[config.mk]
export PLATFORM = sky130hd
export DESIGN_NAME = wildcard_message_extractor
export DESIGN_NICKNAME = d
export VERILOG_FILES = /design/src/rtl/wme_pkg.sv /design/src/rtl/wildcard_message_extractor.sv /design/src/rtl/wme_buf.sv /design/src/rtl/wme_seq.sv
export SDC_FILE = /design/constraint.sdc
export NUM_CORES = 1
export LEC_CHECK = 0
export ABC_AREA = 1
export BUFFER_PORTS_ARGS = -buffer_cell sky130_fd_sc_hd__buf_2
export CAP_MARGIN = 10
export CELL_PAD_IN_SITES_DETAIL_PLACEMENT = 0
export CELL_PAD_IN_SITES_GLOBAL_PLACEMENT = 1
export CORE_AREA = 3 3 279 281
export CTS_BUF_LIST = sky130_fd_sc_hd__clkbuf_8
export DETAILED_ROUTE_END_ITERATION = 10
export DIE_AREA = 0 0 282 284
export GPL_TIMING_DRIVEN = 0
export MAX_ROUTING_LAYER = met4
export PLACE_DENSITY = 0.76
export SYNTH_ARGS = -nofsm -noshare
export SYNTH_HDL_FRONTEND = slang
export SYNTH_HIERARCHICAL = 1
export SYNTH_SLANG_ARGS = --single-unit
[constraint.sdc]
create_clock -name clock -period 6.9 [get_ports clock]
set_input_delay 1.38 -clock clock [delete_from_list [all_inputs] [get_ports clock]]
set_output_delay 1.38 -clock clock [all_outputs]
set_load 0.1 [all_outputs]
[src/rtl/wme_pkg.sv]
// Shared constants, types and helper functions of the wildcard message extractor.
package wme_pkg;

   localparam int PATTERN_MAX   = 16;
   localparam int MSG_DEPTH_DEF = 64;
   localparam int PATTERN_BITS  = 128;
   localparam int POS_W         = 5;
   localparam int CSR_IDX_W     = 2;
   localparam int CSR_DATA_W    = 64;

   localparam logic [7:0] MARK_BYTE = 8'h24;

   localparam logic [CSR_IDX_W-1:0] CSR_PATTERN_LOW    = 2'd0;
   localparam logic [CSR_IDX_W-1:0] CSR_PATTERN_HIGH   = 2'd1;
   localparam logic [CSR_IDX_W-1:0] CSR_PATTERN_LENGTH = 2'd2;

   typedef struct packed {
      logic [PATTERN_BITS-1:0] pattern;
      logic [POS_W-1:0]        used_len;
   } wme_cfg_type;

   // Pattern byte at a position; positions at or past the length read as zero.
   function automatic logic [7:0] pat_at(input logic [PATTERN_BITS-1:0] pattern,
                                         input logic [POS_W-1:0] pos,
                                         input logic [POS_W-1:0] len);
      logic [7:0] r;
      if (pos >= len) begin
         r = 8'h00;
      end else begin
         r = pattern[{pos[3:0], 3'b000} +: 8];
      end
      return r;
   endfunction

endpackage

[src/rtl/wildcard_message_extractor.sv]
// Top level of the wildcard message extractor: configuration registers and block wiring.
//
// The block matches a received byte stream against a pattern of up to 16 bytes
// held in the configuration registers; the first '$' in the pattern marks where
// capture starts, and on a full match the captured message is sent out one byte
// per beat, with last on the final beat, overflow on every beat if bytes were
// lost to a full buffer, and a single empty beat when nothing was captured. An
// input byte is normally accepted without a stall. A mismatch during capture
// that must first store held-back suffix bytes stalls input while those bytes
// and then the byte that broke the match are written one at a time, because
// the capture buffer memory has a single write port. A completed message
// occupies the buffer read port while its bytes are read out and handed on,
// which takes longer if the result side stalls; an empty result waits until
// the output register is free. Input is stalled during those phases only; a
// result waiting in the output register does not hold off the next byte. The
// buffer needs no clearing pass after reset, since only entries below the
// current capture length are ever read.
module wildcard_message_extractor
   import wme_pkg::*;
#(
   parameter int MSG_DEPTH = MSG_DEPTH_DEF
) (
   input  logic                  clock,
   input  logic                  reset,
   input  logic                  csr_write,
   input  logic [CSR_IDX_W-1:0]  csr_index,
   input  logic [CSR_DATA_W-1:0] csr_data,
   input  logic                  req_valid,
   output logic                  req_stall,
   input  logic [7:0]            req_in_byte,
   output logic                  rsp_valid,
   input  logic                  rsp_stall,
   output logic [7:0]            rsp_msg_byte,
   output logic                  rsp_last,
   output logic                  rsp_empty_res,
   output logic                  rsp_overflow
);

   localparam int AW = (MSG_DEPTH > 1) ? $clog2(MSG_DEPTH) : 1;

   logic [63:0]      pattern_low_ff;
   logic [63:0]      pattern_high_ff;
   logic [POS_W-1:0] pattern_length_ff;
   logic [POS_W-1:0] used_len;
   wme_cfg_type      cfg;

   logic          mem_wr_en;
   logic [AW-1:0] mem_wr_addr;
   logic [7:0]    mem_wr_data;
   logic          mem_rd_en;
   logic [AW-1:0] mem_rd_addr;
   logic [7:0]    mem_rd_data;

   // Writes to an index past the register list are ignored.
   always_ff @(posedge clock) begin
      if (reset) begin
         pattern_low_ff    <= '0;
         pattern_high_ff   <= '0;
         pattern_length_ff <= POS_W'(1);
      end else if (csr_write) begin
         unique case (csr_index)
            CSR_PATTERN_LOW:    pattern_low_ff    <= csr_data;
            CSR_PATTERN_HIGH:   pattern_high_ff   <= csr_data;
            CSR_PATTERN_LENGTH: pattern_length_ff <= csr_data[POS_W-1:0];
            default: begin
            end
         endcase
      end
   end

   // A length of zero acts as one, and anything above the pattern size is clipped.
   always_comb begin
      used_len = pattern_length_ff;
      if (pattern_length_ff == '0) begin
         used_len = POS_W'(1);
      end else if (pattern_length_ff > POS_W'(PATTERN_MAX)) begin
         used_len = POS_W'(PATTERN_MAX);
      end
   end

   assign cfg.pattern  = {pattern_high_ff, pattern_low_ff};
   assign cfg.used_len = used_len;

   wme_seq #(
      .MSG_DEPTH (MSG_DEPTH),
      .AW        (AW)
   ) u_seq (
      .clock         (clock),
      .reset         (reset),
      .cfg           (cfg),
      .req_valid     (req_valid),
      .req_stall     (req_stall),
      .req_in_byte   (req_in_byte),
      .rsp_valid     (rsp_valid),
      .rsp_stall     (rsp_stall),
      .rsp_msg_byte  (rsp_msg_byte),
      .rsp_last      (rsp_last),
      .rsp_empty_res (rsp_empty_res),
      .rsp_overflow  (rsp_overflow),
      .mem_wr_en     (mem_wr_en),
      .mem_wr_addr   (mem_wr_addr),
      .mem_wr_data   (mem_wr_data),
      .mem_rd_en     (mem_rd_en),
      .mem_rd_addr   (mem_rd_addr),
      .mem_rd_data   (mem_rd_data)
   );

   // Writes happen only while matching or filling and reads only while emitting, so the
   // two ports never touch the same entry in the same cycle.
   wme_buf #(
      .MSG_DEPTH (MSG_DEPTH),
      .AW        (AW)
   ) u_buf (
      .clock   (clock),
      .wr_en   (mem_wr_en),
      .wr_addr (mem_wr_addr),
      .wr_data (mem_wr_data),
      .rd_en   (mem_rd_en),
      .rd_addr (mem_rd_addr),
      .rd_data (mem_rd_data)
   );

endmodule

[src/rtl/wme_buf.sv]
// Capture buffer memory: one write port, one read port with registered read data.
module wme_buf
   import wme_pkg::*;
#(
   parameter int MSG_DEPTH = MSG_DEPTH_DEF,
   parameter int AW        = (MSG_DEPTH > 1) ? $clog2(MSG_DEPTH) : 1
) (
   input  logic          clock,
   input  logic          wr_en,
   input  logic [AW-1:0] wr_addr,
   input  logic [7:0]    wr_data,
   input  logic          rd_en,
   input  logic [AW-1:0] rd_addr,
   output logic [7:0]    rd_data
);

   logic [7:0] mem_ff [MSG_DEPTH];
   logic [7:0] rd_data_ff;

   always_ff @(posedge clock) begin
      if (wr_en) begin
         mem_ff[wr_addr] <= wr_data;
      end
      if (rd_en) begin
         rd_data_ff <= mem_ff[rd_addr];
      end
   end

   assign rd_data = rd_data_ff;

endmodule

[src/rtl/wme_seq.sv]
// Match sequencer: compares bytes, writes captured bytes and streams out messages.
module wme_seq
   import wme_pkg::*;
#(
   parameter int MSG_DEPTH = MSG_DEPTH_DEF,
   parameter int AW        = (MSG_DEPTH > 1) ? $clog2(MSG_DEPTH) : 1
) (
   input  logic          clock,
   input  logic          reset,
   input  wme_cfg_type   cfg,
   input  logic          req_valid,
   output logic          req_stall,
   input  logic [7:0]    req_in_byte,
   output logic          rsp_valid,
   input  logic          rsp_stall,
   output logic [7:0]    rsp_msg_byte,
   output logic          rsp_last,
   output logic          rsp_empty_res,
   output logic          rsp_overflow,
   output logic          mem_wr_en,
   output logic [AW-1:0] mem_wr_addr,
   output logic [7:0]    mem_wr_data,
   output logic          mem_rd_en,
   output logic [AW-1:0] mem_rd_addr,
   input  logic [7:0]    mem_rd_data
);

   localparam int LEN_W = $clog2(MSG_DEPTH + 1);
   localparam logic [LEN_W-1:0] DEPTH_LEN = LEN_W'(MSG_DEPTH);
   localparam logic [POS_W-1:0] PAT_MAX_POS = POS_W'(PATTERN_MAX);

   localparam logic [1:0] ST_IDLE  = 2'd0;
   localparam logic [1:0] ST_FILL  = 2'd1;
   localparam logic [1:0] ST_EMIT  = 2'd2;
   localparam logic [1:0] ST_EMPTY = 2'd3;

   logic [1:0]       state_ff, state_in;
   logic [POS_W-1:0] match_pos_ff, match_pos_in;
   logic [POS_W-1:0] restart_pos_ff, restart_pos_in;
   logic             capturing_ff, capturing_in;
   logic [LEN_W-1:0] cap_len_ff, cap_len_in;
   logic             dropped_ff, dropped_in;
   logic [LEN_W-1:0] rd_idx_ff, rd_idx_in;
   logic             rd_pend_ff, rd_pend_in;
   logic             rd_last_ff, rd_last_in;
   logic             rsp_valid_ff, rsp_valid_in;

   logic [POS_W-1:0] fill_k_ff, fill_k_in;
   logic [POS_W-1:0] fill_end_ff, fill_end_in;
   logic [7:0]       fill_byte_ff, fill_byte_in;
   logic [7:0]       rsp_byte_ff, rsp_byte_in;
   logic             rsp_last_ff, rsp_last_in;
   logic             rsp_empty_ff, rsp_empty_in;
   logic             rsp_ovf_ff, rsp_ovf_in;

   logic [7:0]       cur_pat;
   logic             start;
   logic             cap_eff;
   logic [POS_W-1:0] restart_eff;
   logic             hit;
   logic             full;
   logic [POS_W-1:0] fill_end_cand;
   logic             out_free;
   logic             keep_en;
   logic [7:0]       keep_data;
   logic             clear;

   assign cur_pat     = pat_at(cfg.pattern, match_pos_ff, cfg.used_len);
   assign start       = !capturing_ff && (cur_pat == MARK_BYTE);
   assign cap_eff     = capturing_ff || start;
   assign restart_eff = start ? (match_pos_ff + POS_W'(1)) : restart_pos_ff;
   assign hit         = (cur_pat == req_in_byte);
   assign full        = hit && (({1'b0, match_pos_ff} + 6'd1) >= {1'b0, cfg.used_len});
   assign fill_end_cand = (match_pos_ff > PAT_MAX_POS) ? PAT_MAX_POS : match_pos_ff;
   assign out_free    = !rsp_valid_ff || !rsp_stall;

   always_comb begin
      state_in       = state_ff;
      match_pos_in   = match_pos_ff;
      restart_pos_in = restart_pos_ff;
      capturing_in   = capturing_ff;
      cap_len_in     = cap_len_ff;
      dropped_in     = dropped_ff;
      rd_idx_in      = rd_idx_ff;
      rd_pend_in     = rd_pend_ff;
      rd_last_in     = rd_last_ff;
      rsp_valid_in   = rsp_valid_ff && rsp_stall;
      fill_k_in      = fill_k_ff;
      fill_end_in    = fill_end_ff;
      fill_byte_in   = fill_byte_ff;
      rsp_byte_in    = rsp_byte_ff;
      rsp_last_in    = rsp_last_ff;
      rsp_empty_in   = rsp_empty_ff;
      rsp_ovf_in     = rsp_ovf_ff;
      keep_en        = 1'b0;
      keep_data      = req_in_byte;
      clear          = 1'b0;
      mem_rd_en      = 1'b0;
      mem_rd_addr    = rd_idx_ff[AW-1:0];
      mem_wr_en      = 1'b0;
      mem_wr_addr    = cap_len_ff[AW-1:0];
      mem_wr_data    = req_in_byte;

      unique case (state_ff)
         ST_IDLE: begin
            if (req_valid) begin
               if (start) begin
                  capturing_in   = 1'b1;
                  restart_pos_in = restart_eff;
                  cap_len_in     = '0;
                  dropped_in     = 1'b0;
               end
               if (hit) begin
                  if (full) begin
                     if (!cap_eff || (cap_len_in == '0)) begin
                        state_in = ST_EMPTY;
                     end else begin
                        state_in  = ST_EMIT;
                        rd_idx_in = '0;
                     end
                  end else begin
                     match_pos_in = match_pos_ff + POS_W'(1);
                     if (cap_eff && (match_pos_ff < restart_eff)) begin
                        keep_en = 1'b1;
                     end
                  end
               end else begin
                  if (cap_eff) begin
                     if (restart_eff < fill_end_cand) begin
                        state_in     = ST_FILL;
                        fill_k_in    = restart_eff;
                        fill_end_in  = fill_end_cand;
                        fill_byte_in = req_in_byte;
                     end else begin
                        keep_en = 1'b1;
                     end
                  end
                  match_pos_in = restart_eff;
               end
            end
         end
         ST_FILL: begin
            // Held-back suffix bytes go in first, then the byte that broke the match.
            keep_en = 1'b1;
            if (fill_k_ff < fill_end_ff) begin
               keep_data = pat_at(cfg.pattern, fill_k_ff, cfg.used_len);
               fill_k_in = fill_k_ff + POS_W'(1);
            end else begin
               keep_data = fill_byte_ff;
               state_in  = ST_IDLE;
            end
         end
         ST_EMIT: begin
            if (rd_pend_ff && out_free) begin
               rsp_valid_in = 1'b1;
               rsp_byte_in  = mem_rd_data;
               rsp_last_in  = rd_last_ff;
               rsp_empty_in = 1'b0;
               rsp_ovf_in   = dropped_ff;
               rd_pend_in   = 1'b0;
               if (rd_last_ff) begin
                  clear    = 1'b1;
                  state_in = ST_IDLE;
               end
            end
            if ((rd_idx_ff < cap_len_ff) && (!rd_pend_ff || out_free)) begin
               mem_rd_en  = 1'b1;
               rd_idx_in  = rd_idx_ff + LEN_W'(1);
               rd_pend_in = 1'b1;
               rd_last_in = ((rd_idx_ff + LEN_W'(1)) == cap_len_ff);
            end
         end
         ST_EMPTY: begin
            if (out_free) begin
               rsp_valid_in = 1'b1;
               rsp_byte_in  = 8'h00;
               rsp_last_in  = 1'b1;
               rsp_empty_in = 1'b1;
               rsp_ovf_in   = 1'b0;
               clear        = 1'b1;
               state_in     = ST_IDLE;
            end
         end
         default: begin
            state_in = ST_IDLE;
         end
      endcase

      if (keep_en) begin
         if (cap_len_in < DEPTH_LEN) begin
            mem_wr_en   = 1'b1;
            mem_wr_addr = cap_len_in[AW-1:0];
            mem_wr_data = keep_data;
            cap_len_in  = cap_len_in + LEN_W'(1);
         end else begin
            dropped_in = 1'b1;
         end
      end

      if (clear) begin
         match_pos_in   = '0;
         restart_pos_in = '0;
         capturing_in   = 1'b0;
         cap_len_in     = '0;
         dropped_in     = 1'b0;
      end
   end

   always_ff @(posedge clock) begin
      if (reset) begin
         state_ff       <= ST_IDLE;
         match_pos_ff   <= '0;
         restart_pos_ff <= '0;
         capturing_ff   <= 1'b0;
         cap_len_ff     <= '0;
         dropped_ff     <= 1'b0;
         rd_idx_ff      <= '0;
         rd_pend_ff     <= 1'b0;
         rd_last_ff     <= 1'b0;
         rsp_valid_ff   <= 1'b0;
      end else begin
         state_ff       <= state_in;
         match_pos_ff   <= match_pos_in;
         restart_pos_ff <= restart_pos_in;
         capturing_ff   <= capturing_in;
         cap_len_ff     <= cap_len_in;
         dropped_ff     <= dropped_in;
         rd_idx_ff      <= rd_idx_in;
         rd_pend_ff     <= rd_pend_in;
         rd_last_ff     <= rd_last_in;
         rsp_valid_ff   <= rsp_valid_in;
      end
   end

   always_ff @(posedge clock) begin
      fill_k_ff    <= fill_k_in;
      fill_end_ff  <= fill_end_in;
      fill_byte_ff <= fill_byte_in;
      rsp_byte_ff  <= rsp_byte_in;
      rsp_last_ff  <= rsp_last_in;
      rsp_empty_ff <= rsp_empty_in;
      rsp_ovf_ff   <= rsp_ovf_in;
   end

   assign req_stall     = (state_ff != ST_IDLE);
   assign rsp_valid     = rsp_valid_ff;
   assign rsp_msg_byte  = rsp_byte_ff;
   assign rsp_last      = rsp_last_ff;
   assign rsp_empty_res = rsp_empty_ff;
   assign rsp_overflow  = rsp_ovf_ff;

endmodule
==> results by group <==
Routing
  • DR vias/cell: roughly 5.5
  • Length of the first detailed-routing pass in iterations: 7
  • Overall via count from detail_route: around 28,000
  • Number of remaining DRC errors: 0
  • Initial drt markers: 2,962
  • Post-detailed-route wirelength per cell: approximately 23 um
  • Routed WL: 119,000 um
  • Antenna Violating Nets Remaining: 0

Timing
  • Maximum clock frequency: 0.154 GHz
  • Measured slew at the worst slew-check pin: approximately 970 ps
  • Relative max-transition margin: 0.351
  • Shortest period the worst path allows: 6510 ps
  • Fraction of the cycle the final worst path needs: 0.943
  • Final worst clock skew: ~40 ps
  • Hold violation total from the final report: 0
  • Final setup viols: 0
  • Final-report max-slew violation count: 0

Worst setup path
  • Maximum fanout along the worst path: 10
  • WP data arrival: approximately 6900 ps
  • Worst-path cell with the longest stage delay: a21oi_1
  • Capturing element type of the critical path: register
  • R2R depth: 30
  • Worst setup path category: reg -> reg
  • R2R setup slack: approximately 400 ps
  • Most repeated library cell on the critical path: nand2_1
  • CP Launch Type: register
  • Required time at the worst-slack endpoint: approximately 7300 ps
  • Largest stage delay, worst path: 550 ps

Clocking
  • CTS H-Tree Depth: 3
  • Clock transition at the register clock pins on the worst setup and hold paths after CTS: 60 ps
  • CTS sink cnt: about 710
  • Number of CTS-inserted buffers: 117
  • Clock tree from TritonCTS: done
  • Max Root-Sink Buffers: 3
  • Clock root buffer: clkbuf_8
  • Clock latency at the later pin of the worst-skew pair: around 760 ps

Layout
  • Fraction of final layout cells with drive strength greater than 1: 0.139
  • Top library cells by usage in the layout, fill and taps aside: 1,169 x nand2_1, 592 x nand3_1, 549 x edfxtp_1
  • Fillcell total: slightly above 7,000
  • Total area of multi-input combinational cells: 12,200 um2
  • NumNets Final: around 4,200
  • Storage element area: 19,800 um2
  • Util after Layout: 0.516
  • Most common library cell in the layout ignoring fill and taps: nand2_1
  • Area growth from synthesis to layout: 15.5%

GRT
  • Vias in the first global route: between 20,000 and 30,000
  • Wire length of the first global-routing pass: between 150,000 and 200,000 um
  • Total gr overflow: 0
  • Number of antenna violations at the first check in global routing: 5
  • Maximum number of pins on one net before global-route repair: 47
  • Overall Global Routing Usage: 0.305

Synthesis
  • Mapped cell area: about 34,000 um2
  • Syn_nets: about 3,900
  • Flops & latches, synth: roughly 710
  • Post-Syn Instances: between 3,000 and 4,000
  • Yosys top cell by area: edfxtp_1
  • Synth top area share: 0.488
  • Number of flops mapped to enable cells by yosys: around 550
  • Mean instance size in the synthesized netlist: around 8.9 um2
  • Count of distinct cell types in the synthesized netlist: between 50 and 60
  • Synth warnings: 6
  • Proportion of synthesized chip area in sequential cells: 0.585
  • Async set-reset flop share out of synthesis: 0
  • Synth top area cells: edfxtp_1 49%, nand2_1 13%, dfxtp_1 9.7%, nand3_1 8.9%, nor2_1 4.2%
  • Ys flop type: edfxtp_1

Pwr
  • Overall power of the completed layout: 9.40 mW
  • Standby leakage power: 15.7 nW
  • Pwr per Cell Area: 241 nW/um2
  • Largest vdd supply drop: approximately 180 uV

Job
  • Total of max-cap violations: 0

Die
  • Starting density of the core: 0.447
  • Total core area: 75,700 um2
  • Std cell rows: ~100
  • Die Span Y: roughly 280 um
  • Ports: 92
  • Area of the die: between 80,000 and 90,000 um2
  • Die span in x: 282 um

Min path
  • Classification of the worst-slack hold path: reg -> reg
  • Worst hold path stage count: 2

Placed design
  • HPWL Detailed: just under 90,000 um
  • Number of buffer cells added on primary ports: 90
  • RePlAce Congestion: approximately 0.99

Run status
  • Status: finished, final reports clean
## logic make-up after synthesis
kind of cell	count (synthesis)	share of synthesized area
flip-flops	713	0.585
XOR/XNOR	20	0.00518
multiplexers	1	0.000296
adder cells (fa/ha/maj)	39	0.0144
AND/OR/NAND/NOR	2199	0.271
buffers and inverters	504	0.0720
AO/OA/AOI/OAI	322	0.0524
## layer usage
metal	GRT usage	vias to the layer above	routed length (um)
met5	-	-	0
li1	-	13200	-
met4	0.116	0	4350
met3	0.0530	211	10500
met1	0.413	13300	50500
met2	0.460	1253	54000
## area by class of cell
class / instances / share of cell area
flip-flops and latches: 713 / 0.506
multi-input cells: 2581 / 0.313
clock buffers: 133 / 0.0469
plain buffers: 227 / 0.0357
well taps: 978 / 0.0313
inverters: 277 / 0.0267
repair buffers: 118 / 0.0231
clock inverters: 81 / 0.0163
diodes: 4 / 0.000256
## worst paths after layout
check	start	to
min	u_seq/restart_pos_ff[4]	u_seq/restart_pos_ff[4]
min reg2reg	u_seq/restart_pos_ff[4]	u_seq/restart_pos_ff[4]
max	pattern_length_ff[0]	u_buf/mem_ff[56][6]
max reg2reg	pattern_length_ff[0]	u_buf/mem_ff[56][6]
## worst max-delay path: cells and delay by family, from the launching register on
family                   cells  cell delay, ps
buffers and inverters        5             930
AND/OR/NAND/NOR             18            2810
AO/OA/AOI/OAI                5            1370
flip-flops                   1             330
adder cells (fa/ha/maj)      2             640
## flip-flops by register name, summed over array words and instances (netlist names), 2 cells and up
signal	cells
pattern_high_ff	64
pattern_length_ff	5
pattern_low_ff	64
u_buf/mem_ff	512
u_buf/rd_data	8
u_seq/cap_len_ff	7
u_seq/fill_byte_ff	8
u_seq/fill_end_ff	5
u_seq/fill_k_ff	5
u_seq/match_pos_ff	5
u_seq/rd_idx_ff	7
u_seq/restart_pos_ff	5
u_seq/rsp_msg_byte	8
u_seq/state_ff	2
## report_power, final
part / leakage (nW) / total (mW) / switching [mW] / internal (mW)
logic: 8.05 / 0.745 / 0.538 / 0.206
clock network: 1.40 / 3.87 / 1.76 / 2.11
registers: 6.28 / 4.78 / 0.0595 / 4.72
total: 15.7 / 9.40 / 2.36 / 7.04
## synthesized netlist by cell type, types with 38 or more instances
| cell | n |
|---|---|
| nand2_1 | 1178 |
| nand3_1 | 598 |
| edfxtp_1 | 549 |
| nor2_1 | 376 |
| inv_1 | 268 |
| a21oi_1 | 174 |
| dfxtp_1 | 164 |
| buf_2 | 96 |
| o21ai_0 | 81 |
| clkbuf_1 | 40 |
| ha_1 | 39 |
| buf_6 | 38 |
## per-stage QoR
stage	cells	TNS (ps)	area, um2	worst slack, ps	hold WS (ps)
floorplan	3798	0	33800	1040	436
global placement	4866	-467360	35500	-4630	463
CTS	5094	-10010	38400	-247	482
global route	5112	-11.8	39000	-7.42	502
finish	5112	0	39000	395	479
detailed placement	4880	-155400	35800	-657	472
## repair_timing
item / 4_1_cts / 5_1_grt
endpoints found under the setup margin: 475 / 512
hold buffers: 0 / 0
resized for setup: 70 / 86
pin swaps: 0 / 15
setup buffers: 0 / 14
(Power assumes the default switching activity.)
